===== src/hw/rtl/lbt_pkg.sv =====
// ----------------------------------------------------------------------------
// lbt_pkg
// Shared constants, register indexes, cell control type and the divide-by-255
// helper for the LED bit-plane transposer.
// ----------------------------------------------------------------------------
package lbt_pkg;

  // matrix geometry
  localparam int unsigned ROWS      = 64;
  localparam int unsigned COLUMNS   = 32;
  localparam int unsigned BUSES     = 4;

  // fixed widths of the LED word and the lane word
  localparam int unsigned PLANES     = 24;
  localparam int unsigned LANES      = 32;
  localparam int unsigned BUS_SLOTS  = 4;
  localparam int unsigned POS_W      = 6;
  localparam int unsigned COL_W      = 5;
  localparam int unsigned BIT_W      = 5;
  localparam int unsigned LANE_CNT_W = 6;
  localparam int unsigned OFFSET_W   = 8;
  localparam int unsigned CFG_IDX_W  = 3;
  localparam int unsigned CFG_DATA_W = 8;

  localparam logic [7:0] FULL_SCALE = 8'd255;
  localparam logic [LANE_CNT_W-1:0] LANES_RESET = LANE_CNT_W'(8);

  // configuration register indexes
  localparam logic [CFG_IDX_W-1:0] REG_BRIGHTNESS     = 3'd0;
  localparam logic [CFG_IDX_W-1:0] REG_FLIP_VERTICAL  = 3'd1;
  localparam logic [CFG_IDX_W-1:0] REG_FLIP_HORIZONTAL = 3'd2;
  localparam logic [CFG_IDX_W-1:0] REG_WIRE_ORDER_RGB = 3'd3;
  localparam logic [CFG_IDX_W-1:0] REG_LANES_BUS0     = 3'd4;
  localparam logic [CFG_IDX_W-1:0] REG_LANES_BUS1     = 3'd5;
  localparam logic [CFG_IDX_W-1:0] REG_LANES_BUS2     = 3'd6;
  localparam logic [CFG_IDX_W-1:0] REG_LANES_BUS3     = 3'd7;

  typedef struct packed {
    logic             set_en;
    logic             shift_en;
    logic [LANES-1:0] lane_mask;
  } lbt_cell_ctrl_t;

  // exact floor(x / 255) for x up to 255 * 254
  function automatic logic [7:0] div255(input logic [15:0] x);
    logic [16:0] t;
    t = 17'(x) + 17'(x[15:8]) + 17'd1;
    return t[15:8];
  endfunction

endpackage


===== src/hw/rtl/lbt_plane_cell.sv =====
// ----------------------------------------------------------------------------
// lbt_plane_cell
// One bit-plane word: collects the pixel bit at its lane and hands the word
// to its neighbor while the row is shifted out.
// ----------------------------------------------------------------------------
module lbt_plane_cell
  import lbt_pkg::*;
(
  input  logic             clk_i,
  input  logic             rst_ni,
  input  lbt_cell_ctrl_t   ctrl_i,
  input  logic             bit_i,
  input  logic [LANES-1:0] shift_in_i,
  output logic [LANES-1:0] plane_o
);

  logic [LANES-1:0] plane_q, plane_d;

  always_comb begin
    plane_d = plane_q;
    if (ctrl_i.shift_en) begin
      plane_d = shift_in_i;
    end else if (ctrl_i.set_en && bit_i) begin
      plane_d = plane_q | ctrl_i.lane_mask;
    end
  end

  always_ff @(posedge clk_i or negedge rst_ni) begin
    if (!rst_ni) begin
      plane_q <= '0;
    end else begin
      plane_q <= plane_d;
    end
  end

  assign plane_o = plane_q;

endmodule


===== src/hw/rtl/lbt_bus_split.sv =====
// ----------------------------------------------------------------------------
// lbt_bus_split
// Cuts one plane word into per-bus words by the configured lane counts.
// ----------------------------------------------------------------------------
module lbt_bus_split
  import lbt_pkg::*;
(
  input  logic [LANES-1:0]                      plane_i,
  input  logic [BUS_SLOTS-1:0][LANE_CNT_W-1:0]  lanes_i,
  output logic [BUS_SLOTS-1:0][LANES-1:0]       words_o
);

  logic [BUS_SLOTS-1:0][OFFSET_W-1:0] offs;
  logic [OFFSET_W-1:0]                acc;

  // running lane offset of each bus
  always_comb begin
    acc = '0;
    for (int b = 0; b < BUS_SLOTS; b++) begin
      offs[b] = acc;
      acc     = acc + OFFSET_W'(lanes_i[b]);
    end
  end

  for (genvar b = 0; b < BUS_SLOTS; b++) begin : g_bus
    if (b < BUSES) begin : g_present
      logic [LANES-1:0] mask;
      assign mask = (lanes_i[b] >= LANE_CNT_W'(LANES)) ? '1
                  : ((LANES'(1) << lanes_i[b][4:0]) - LANES'(1));
      assign words_o[b] = (offs[b] >= OFFSET_W'(LANES)) ? '0
                        : ((plane_i >> offs[b][4:0]) & mask);
    end else begin : g_absent
      assign words_o[b] = '0;
    end
  end

endmodule


===== src/hw/rtl/led_bitplane_transposer.sv =====
// ----------------------------------------------------------------------------
// led_bitplane_transposer
// Collects one matrix row of pixels into 24 bit planes and sends them out
// plane by plane, split into bus words for parallel LED strips.
// ----------------------------------------------------------------------------
// Usage: pixels of one row enter on the in channel (valid/ready), one per
// transfer. A pixel is accepted in one cycle and written into the row of 24
// plane cells in the next; the input is not ready again until it is written.
// Brightness is applied with one 8x8 multiply per channel, registered before
// the divide by 255. A pixel with row_done set starts emission: 24 results
// leave on the out channel (valid/ready) through an output register, bit 0
// first, one per cycle while the receiver is ready; the first is loaded
// after the row_done pixel is written. During emission the cells shift their
// words toward cell 0 and fill with zeros, so the planes are clear when the
// 24th result is loaded. If the receiver stalls, emission waits with the
// output register full; the next pixel can be accepted once the last plane
// is loaded, even before it is taken. Reset clears the planes and loads the
// register defaults (brightness 255, no flips, GRB order, 8 lanes per bus).
// Configuration goes in through cfg_we_i / cfg_index_i / cfg_data_i; the user
// must write it only while the block is idle; the block does not enforce it.
// ----------------------------------------------------------------------------
module led_bitplane_transposer
  import lbt_pkg::*;
(
  input  logic                  clk_i,
  input  logic                  rst_ni,
  // configuration
  input  logic                  cfg_we_i,
  input  logic [CFG_IDX_W-1:0]  cfg_index_i,
  input  logic [CFG_DATA_W-1:0] cfg_data_i,
  // pixel input
  input  logic                  in_valid_i,
  output logic                  in_ready_o,
  input  logic [POS_W-1:0]      row_index_i,
  input  logic [COL_W-1:0]      column_index_i,
  input  logic [7:0]            red_i,
  input  logic [7:0]            green_i,
  input  logic [7:0]            blue_i,
  input  logic                  row_done_i,
  // plane output
  output logic                  out_valid_o,
  input  logic                  out_ready_i,
  output logic [POS_W-1:0]      strip_position_o,
  output logic [BIT_W-1:0]      bit_index_o,
  output logic [LANES-1:0]      bus0_word_o,
  output logic [LANES-1:0]      bus1_word_o,
  output logic [LANES-1:0]      bus2_word_o,
  output logic [LANES-1:0]      bus3_word_o,
  output logic                  plane_last_o
);

  localparam logic [1:0] ST_IDLE = 2'd0;
  localparam logic [1:0] ST_UPD  = 2'd1;
  localparam logic [1:0] ST_EMIT = 2'd2;

  localparam logic [POS_W-1:0] ROW_LAST   = POS_W'(ROWS - 1);
  localparam logic [COL_W-1:0] COL_LAST   = COL_W'(COLUMNS - 1);
  localparam logic [BIT_W-1:0] PLANE_LAST = BIT_W'(PLANES - 1);

  // configuration registers
  logic [7:0]                           brightness_q;
  logic                                 flip_v_q, flip_h_q, order_rgb_q;
  logic [BUS_SLOTS-1:0][LANE_CNT_W-1:0] lanes_q;

  always_ff @(posedge clk_i or negedge rst_ni) begin
    if (!rst_ni) begin
      brightness_q <= FULL_SCALE;
      flip_v_q     <= 1'b0;
      flip_h_q     <= 1'b0;
      order_rgb_q  <= 1'b0;
      lanes_q      <= {BUS_SLOTS{LANES_RESET}};
    end else if (cfg_we_i) begin
      unique case (cfg_index_i)
        REG_BRIGHTNESS:      brightness_q <= cfg_data_i;
        REG_FLIP_VERTICAL:   flip_v_q     <= cfg_data_i[0];
        REG_FLIP_HORIZONTAL: flip_h_q     <= cfg_data_i[0];
        REG_WIRE_ORDER_RGB:  order_rgb_q  <= cfg_data_i[0];
        REG_LANES_BUS0:      lanes_q[0]   <= cfg_data_i[LANE_CNT_W-1:0];
        REG_LANES_BUS1:      lanes_q[1]   <= cfg_data_i[LANE_CNT_W-1:0];
        REG_LANES_BUS2:      lanes_q[2]   <= cfg_data_i[LANE_CNT_W-1:0];
        REG_LANES_BUS3:      lanes_q[3]   <= cfg_data_i[LANE_CNT_W-1:0];
        default: ;
      endcase
    end
  end

  // control
  logic [1:0]       state_q, state_d;
  logic [BIT_W-1:0] emit_cnt_q, emit_cnt_d;
  logic             in_xfer, out_load;

  assign in_ready_o = (state_q == ST_IDLE);
  assign in_xfer    = in_valid_i && in_ready_o;
  assign out_load   = (state_q == ST_EMIT) && (!out_valid_o || out_ready_i);

  // accepted pixel
  logic                   done_q, pass_q;
  logic [POS_W-1:0]       pos_q;
  logic [LANES-1:0]       lane_mask_q;
  logic [2:0][7:0]        chan_q;
  logic [2:0][15:0]       prod_q;
  logic                   col_ok;
  logic [COL_W-1:0]       lane;

  assign col_ok = 32'(column_index_i) < COLUMNS;
  assign lane   = flip_h_q ? (COL_LAST - column_index_i) : column_index_i;

  always_ff @(posedge clk_i) begin
    if (in_xfer) begin
      done_q      <= row_done_i;
      pass_q      <= (brightness_q == FULL_SCALE);
      pos_q       <= flip_v_q ? (ROW_LAST - row_index_i) : row_index_i;
      lane_mask_q <= col_ok ? (LANES'(1) << lane) : '0;
      chan_q      <= {red_i, green_i, blue_i};
      prod_q[2]   <= 16'(red_i) * 16'(brightness_q);
      prod_q[1]   <= 16'(green_i) * 16'(brightness_q);
      prod_q[0]   <= 16'(blue_i) * 16'(brightness_q);
    end
  end

  // scaled channels and the 24-bit led word
  logic [2:0][7:0]   scaled;
  logic [PLANES-1:0] pix_word;

  always_comb begin
    for (int c = 0; c < 3; c++) begin
      scaled[c] = pass_q ? chan_q[c] : div255(prod_q[c]);
    end
    // index 2 red, 1 green, 0 blue
    pix_word = order_rgb_q ? {scaled[2], scaled[1], scaled[0]}
                           : {scaled[1], scaled[2], scaled[0]};
  end

  // row of plane cells, cell 0 holds plane 0 and feeds the output
  lbt_cell_ctrl_t                     cell_ctrl;
  logic [PLANES-1:0][LANES-1:0]       plane_q;

  assign cell_ctrl.set_en    = (state_q == ST_UPD);
  assign cell_ctrl.shift_en  = out_load;
  assign cell_ctrl.lane_mask = lane_mask_q;

  for (genvar k = 0; k < PLANES; k++) begin : g_cell
    logic [LANES-1:0] shift_in;
    if (k == PLANES - 1) begin : g_top
      assign shift_in = '0;
    end else begin : g_mid
      assign shift_in = plane_q[k+1];
    end
    lbt_plane_cell u_cell (
      .clk_i      (clk_i),
      .rst_ni     (rst_ni),
      .ctrl_i     (cell_ctrl),
      .bit_i      (pix_word[PLANES-1-k]),
      .shift_in_i (shift_in),
      .plane_o    (plane_q[k])
    );
  end

  logic [BUS_SLOTS-1:0][LANES-1:0] split_words;

  lbt_bus_split u_split (
    .plane_i (plane_q[0]),
    .lanes_i (lanes_q),
    .words_o (split_words)
  );

  // state machine
  always_comb begin
    state_d    = state_q;
    emit_cnt_d = emit_cnt_q;
    unique case (state_q)
      ST_IDLE: begin
        if (in_xfer) state_d = ST_UPD;
      end
      ST_UPD: begin
        emit_cnt_d = '0;
        state_d    = done_q ? ST_EMIT : ST_IDLE;
      end
      ST_EMIT: begin
        if (out_load) begin
          emit_cnt_d = emit_cnt_q + BIT_W'(1);
          if (emit_cnt_q == PLANE_LAST) state_d = ST_IDLE;
        end
      end
      default: state_d = ST_IDLE;
    endcase
  end

  logic out_valid_q;

  always_ff @(posedge clk_i or negedge rst_ni) begin
    if (!rst_ni) begin
      state_q     <= ST_IDLE;
      emit_cnt_q  <= '0;
      out_valid_q <= 1'b0;
    end else begin
      state_q    <= state_d;
      emit_cnt_q <= emit_cnt_d;
      if (out_load) begin
        out_valid_q <= 1'b1;
      end else if (out_ready_i) begin
        out_valid_q <= 1'b0;
      end
    end
  end

  // output register
  logic [POS_W-1:0]                pos_out_q;
  logic [BIT_W-1:0]                bit_out_q;
  logic                            last_out_q;
  logic [BUS_SLOTS-1:0][LANES-1:0] words_out_q;

  always_ff @(posedge clk_i) begin
    if (out_load) begin
      pos_out_q   <= pos_q;
      bit_out_q   <= emit_cnt_q;
      last_out_q  <= (emit_cnt_q == PLANE_LAST);
      words_out_q <= split_words;
    end
  end

  assign out_valid_o      = out_valid_q;
  assign strip_position_o = pos_out_q;
  assign bit_index_o      = bit_out_q;
  assign plane_last_o     = last_out_q;
  assign bus0_word_o      = words_out_q[0];
  assign bus1_word_o      = words_out_q[1];
  assign bus2_word_o      = words_out_q[2];
  assign bus3_word_o      = words_out_q[3];

  // the last plane carries the top plane index
  assert property (@(posedge clk_i) disable iff (!rst_ni)
    out_valid_o && plane_last_o |-> bit_index_o == PLANE_LAST)
    else $error("plane_last on wrong plane index");

  // planes are all clear once the last one is loaded
  assert property (@(posedge clk_i) disable iff (!rst_ni)
    out_load && (emit_cnt_q == PLANE_LAST) |=> plane_q == '0)
    else $error("planes not cleared after emission");

  // a taken plane that is not the last is followed by the next plane
  assert property (@(posedge clk_i) disable iff (!rst_ni)
    out_valid_o && out_ready_i && !plane_last_o
    |=> out_valid_o && bit_index_o == $past(bit_index_o) + BIT_W'(1))
    else $error("plane sequence broken");

  // no pixel is taken while planes are being sent
  assert property (@(posedge clk_i) disable iff (!rst_ni)
    out_load && (emit_cnt_q != PLANE_LAST) |=> !in_ready_o)
    else $error("input opened during emission");

endmodule

===== config.mk =====
export PLATFORM = sky130hd
export DESIGN_NAME = led_bitplane_transposer
export DESIGN_NICKNAME = d
export VERILOG_FILES = /design/src/hw/rtl/lbt_pkg.sv /design/src/hw/rtl/lbt_plane_cell.sv /design/src/hw/rtl/lbt_bus_split.sv /design/src/hw/rtl/led_bitplane_transposer.sv
export SDC_FILE = /design/constraint.sdc
export NUM_CORES = 2
export LEC_CHECK = 0
export BUFFER_PORTS_ARGS = -buffer_cell sky130_fd_sc_hd__buf_2
export CORE_MARGIN = 2
export CORE_UTILIZATION = 45
export CTS_CLUSTER_SIZE = 28
export DETAILED_ROUTE_END_ITERATION = 10
export PLACE_DENSITY = 0.6
export SYNTH_ARGS = -nofsm -noshare
export SYNTH_HDL_FRONTEND = slang
export SYNTH_SLANG_ARGS = --single-unit
export TNS_END_PERCENT = 5

===== constraint.sdc =====
create_clock -name clk_i -period 5.4 [get_ports clk_i]
set_clock_uncertainty 0.1 [all_clocks]
set_input_delay 0.54 -clock clk_i [delete_from_list [all_inputs] [get_ports clk_i]]
set_output_delay 0.54 -clock clk_i [all_outputs]
set_load 0.05 [all_outputs]

# Word level (Yosys, flattened, before mapping)
# Index checks and enable logic that the tools add are counted.
# classes
mul	3
n_bitwise	28
n_shift	8
n_eq_ne	14
n_lt_le_gt_ge	7
n_addsub	15
mux	67
n_reduce_logical	66
# ops
operator	count
32-bit 2-to-1 mux	52
32-bit bitwise OR	24
1-bit by 5-bit left shift with 32-bit output, first input constant	5
32-bit AND	4
32-bit by 1-bit subtractor with 32-bit output, second input constant	4
32-bit by 5-bit right shift with 32-bit output	3
2-bit nonzero test	26
16-bit by 1-bit adder with 16-bit output, second input constant	3
16-bit by 8-bit adder with 16-bit output	3
8-bit by 8-bit multiplier with 16-bit output	3
6-bit >= comparator, second input constant	5
1-bit logical AND	26
24-bit 2-to-1 mux	1
8-bit 2-to-1 mux	3
2-bit AND reduction	9
8-bit by 6-bit >= comparator with 1-bit output, second input constant	2
3-bit equality test, second input constant	4
5-bit 2-to-1 mux	2
5-bit one-hot mux with 2 select lines	1
8-bit by 6-bit adder with 8-bit output	1
8-bit equality test, second input constant	1
2-bit 2-to-1 mux	4
6-bit by 6-bit adder with 7-bit output	1
3-bit by 2-bit equality test with 1-bit output, second input constant	2
other kinds (17)	19
# totals
output_inout_bits	142
wordCells	260
reg_bits	1063
inputBits	52

# Logic depth before layout (Yosys ltp)
# logic_depth
ltp_word	7
depth_mapped	18
depth_no_buf	17

# Hierarchy
# A second synthesis with hierarchy kept.
# hier_totals
cells_unflattened	5901
hier_area_um2	61058.6
# by_module_without_submodules
module	area_per_inst_um2	cells_per_inst	instances	seq_area_each_um2
lbt_plane_cell	1466.4	141	24	800.8
led_bitplane_transposer	17317.9	1342	1	8658.3
lbt_bus_split	8546.9	1175	1	0.0

# Worst setup path before layout
# No wires, ideal clock.
# synth_path
path_type	reg2reg
startpoint	reg out_valid_q (netlist: out_valid_o)
endpoint	reg g_cell[0].u_cell.plane_q[5]
n_path_buf	3
slack_ns	-0.670
setup_ns	0.339
stages_incl_launch_ff	8
required_time_ns	4.961
arrival_time_ns	5.631
synth_period_minus_slack_ns	6.070
path_cell_list	dfrtp_1 nand2b_1 nand2b_1 clkbuf_1 clkinv_1 clkbuf_1 clkbuf_1 o221ai_1
# synth_lines
item	line	rtl
start, declared	led_bitplane_transposer.sv:189	logic out_valid_q;
start signal, assigned	led_bitplane_transposer.sv:195	out_valid_q <= 1'b0;
start signal, assigned	led_bitplane_transposer.sv:200	out_valid_q <= 1'b1;
start signal, assigned	led_bitplane_transposer.sv:202	out_valid_q <= 1'b0;
end signal, assigned	lbt_plane_cell.sv:32	plane_q <= plane_d;
end, declared	lbt_plane_cell.sv:17	logic [LANES-1:0] plane_q, plane_d;

# Final worst setup path
# layout_path
startpoint	reg brightness_q[5]
endpoint	reg prod_q[31] (netlist bit) (data pin)
# layout_via
elab_chain_cells	1
# layout_lines
item	line	rtl
start, declared	led_bitplane_transposer.sv:61	logic [7:0] brightness_q;
start signal, assigned	led_bitplane_transposer.sv:74	REG_BRIGHTNESS: brightness_q <= cfg_data_i;
8-bit by 8-bit multiplier with 16-bit output	led_bitplane_transposer.sv:116	prod_q[1] <= 16'(green_i) * 16'(brightness_q);
end, declared	led_bitplane_transposer.sv:101	logic [2:0][15:0] prod_q;
# No other way between the ends.
# A chain may end at the register's enable or synchronous reset.

==> impl_metrics.py <==
metrics = {
    "status": {
        "status": "complete, no violations",
    },
    "die": {
        "die-area_sq_mm": 0.131,
        "io_pins": 194,
        "rows": 131,
        "fp.dieH_um": 362,
        "start_util_pct": 45.3,
        "die_w_um": 362,
        "core_area_sq_mm": 0.127,
    },
    "clock_tree": {
        "cts_setup_buffers": 0,
        "cts_buffer_depth": 3,
        "numCtsBuffers": 112,
        "h-tree-depth": 3,
        "tritoncts": "done",
        "root_buffer": "clkbuf_16",
        "numClockSinks": 1063,
        "clk_pin_slew_ps": 60,
        "clk_latency_ps": 760,
    },
    "logic_synthesis": {
        "yosysSeqAreaShare_pct": 48.3,
        "synthTopCellsByArea": "dfrtp_1 (35%), edfxtp_1 (13%), nor2_1 (8.4%)",
        "synthXorXnorAreaFrac_pct": 1.03,
        "avgSynthCellArea_sq_um": 9.52,
        "yosys.area.top_type": "dfrtp_1",
        "synth_cells": 6063,
        "yosysWarnings": 0,
        "synth-simple-area-share_pct": 16.5,
        "synth_mux_area_share_pct": 5.90,
        "synth_top_area_share_pct": 34.6,
        "synthArstFlopShare_pct": 76.3,
        "ys_ff_latch": 1063,
        "synth-adder-area-share_pct": 6.98,
        "synthFlopType": "dfrtp_1",
        "syn_area_sq_mm": 0.0577,
        "synth_nets": 6371,
        "synth_top_family_by_area": "compound AO/OA/AOI/OAI gates",
        "synth.distinct_cells": 74,
        "synth_compound_area_share_pct": 16.6,
        "synth-edff-count": 252,
    },
    "finish": {
        "final_area_sq_mm": 0.0644,
        "drive_above_1_share_pct": 11.0,
        "final_util_pct": 50.6,
        "fill_cells": 11554,
        "layout_commonest_cell": "nor2_1",
        "seq_area_sq_mm": 0.0279,
        "multiInputGateArea_sq_mm": 0.0274,
        "mostFrequentLayoutCells": "nor2_1 (1285), dfrtp_1 (798), o22ai_1 (578), nand2_1 (394), o21ai_0 (259)",
        "fin_cells": 7783,
        "syn_to_final_growth_pct": 11.5,
        "final_nets": 6328,
    },
    "critical_path": {
        "r2r-end": "prod_q[31]",
        "slowest_stage": "dfstp_2",
        "crit_cells": 17,
        "path_cells": "nand2_1, fa_1, fa_1, inv_1, fa_1, inv_1, fa_1, inv_1, ha_1, o21a_1, o31a_1, o211ai_1, a21oi_1, a2111oi_0, buf_4, a21oi_1, xnor2_1",
        "end_kind": "flip-flop",
        "setup.worst_path.end": "prod_q[31]",
        "crit_family": "adder cells",
        "cp-start-kind": "flip-flop",
        "timing.setup.critical_path_class": "flip-flop to flip-flop",
        "crit_buf_inv": 4,
        "r2r_slack_ps": 320,
        "r2r_cells": 17,
        "startpoint": "brightness_q[5]",
        "critPathMaxStageDelay_ps": 750,
        "r2r-start": "brightness_q[5]",
        "cp.arrival_ps": 5450,
        "critPathMaxFanout": 15,
        "critPathRequiredTime_ps": 5760,
        "worst_path_most_repeated_cell": "fa_1",
    },
    "routing": {
        "num_vias": 47215,
        "wl_met3_um": 12600,
        "drt_iter0_markers": 5234,
        "wl_met2_um": 83200,
        "wirelength_um": 178000,
        "maxUsedRoutingLayer": "met5",
        "met1_length_um": 76900,
        "detail-route-antenna-nets": 0,
        "drc": 0,
        "first_pass_iters": 10,
        "drt-wirelength-per-cell_um": 22.9,
        "viasPerCell": 6.07,
    },
    "pwr": {
        "irDropWorstVdd_v": 0.000454,
        "p_leak_nw": 25.8,
        "cellPowerDensity_mw_per_mm2": 695,
        "totalPowerFinal_mw": 44.8,
    },
    "placed_design": {
        "dpl.cell_count": 7543,
        "gp_congestion": 0.895,
        "dpl_cell_area_sq_mm": 0.0603,
        "post-dp-hpwl_um": 107000,
        "numPortBuffers": 193,
    },
    "timing": {
        "max_clock_freq_mhz": 197,
        "relSlewSlack_pct": 18.1,
        "rsz0062_at_grt": "no",
        "slew_violations": 0,
        "worstMarginPinSlew_ps": 1230,
        "layout_min_cycle_time_ps": 5080,
        "tns_ps": 0,
        "fin_crit_sh_pct": 94.1,
        "setup_viol": 0,
        "final-hold-violation-count": 0,
    },
    "grt": {
        "antenna_found_initial": 8,
        "grt_max_degree": 209,
        "grt_pass1_vias": 45119,
        "gr-total-overflow": 0,
        "grt_pass1_wl_um": 277000,
        "grtUsageTotal_pct": 27.0,
    },
    "job": {
        "cap_violations": 0,
    },
    "hold_path": {
        "hold_path_class": "primary input to flip-flop",
    },
}
## stage by stage
step / hold WS, ps / setup WS [ps]
2_1_floorplan: 144 / 430
3_3_place_gp: 301 / 322
3_5_place_dp: 306 / 291
4_1_cts: 0.286 / 306
5_1_grt: 41.4 / 66.7
6_report: 49.9 / 317
## power breakdown
part           switching (mW)  internal (mW)
logic                    14.6           7.73
clock network            3.43           4.69
registers                2.41           11.9
## state kept, by name, summed over array words and instances (netlist names), 2 cells and up
register	flops
lane_mask_q	32
state_q	2
pos_q	6
chan_q	24
g_cell.u_cell.plane_o	768
strip_position_o	6
bus0_word_o	32
bus1_word_o	32
prod_q	48
emit_cnt_q	5
bus2_word_o	32
bit_index_o	5
lanes_q	24
bus3_word_o	32
brightness_q	8
## area by class of cell
type                    instances  share of cell area [%]
flip-flops and latches       1063                    43.3
multi-input cells            4291                    42.6
clock buffers                 147                    4.82
repair buffers                344                    3.61
well taps                    1662                    3.23
inverters                     208                    1.22
clock inverters                67                    1.21
diodes                          1                 0.00389
## worst min path at each step
stage,depth (start not counted),from,slack [ps],end
6_report,1,blue_i[0],50,chan_q[0]
5_1_grt,1,red_i[2],40,chan_q[18]
4_1_cts,1,red_i[2],0.3,chan_q[18]
3_5_place_dp,0,pos_q[2],310,strip_position_o[2]
3_3_place_gp,0,pos_q[5],300,strip_position_o[5]
2_1_floorplan,0,rst_ni,140,emit_cnt_q[0]
## Yosys cell counts (27+ instances only)
cell	count
o41ai_1	66
o21ai_0	259
dfrtp_1	799
a21oi_1	147
clkbuf_1	441
and2_1	206
fa_1	110
o22ai_1	579
nor2b_1	34
nor2_1	1287
nor3_1	143
buf_2	27
mux4_2	55
edfxtp_1	252
a31oi_1	90
ha_1	146
nand3_1	61
mux2_2	59
xnor2_1	50
buf_1	33
a211oi_1	46
mux2i_1	150
a311oi_1	74
nand2_1	394
inv_1	204
a221o_1	32
## layer usage
| metal | global-route usage [%] | up-vias |
|---|---|---|
| met4 | 8.99 | 8 |
| met1 | 37.8 | 23575 |
| met3 | 4.15 | 337 |
| met5 | 0 | - |
| met2 | 42.8 | 1816 |
| li1 | - | 21479 |
## what timing repair did
action | 4_1_cts | 5_1_grt
resized for setup | 0 | 0
hold buffers | 25 | 0
endpoints found under the hold margin | 114 | 0
## logic make-up (layout without fill, tap and decap cells)
logic type / Yosys count / after routing
mux: 264 / 264
simple gates: 2230 / 2230
other cells: 0 / 1
compound gates: 1473 / 1473
flops: 1063 / 1063
xor+xnor: 68 / 68
buf+inv: 709 / 766
fa+ha+maj: 256 / 256
(Power assumes the default switching activity.)
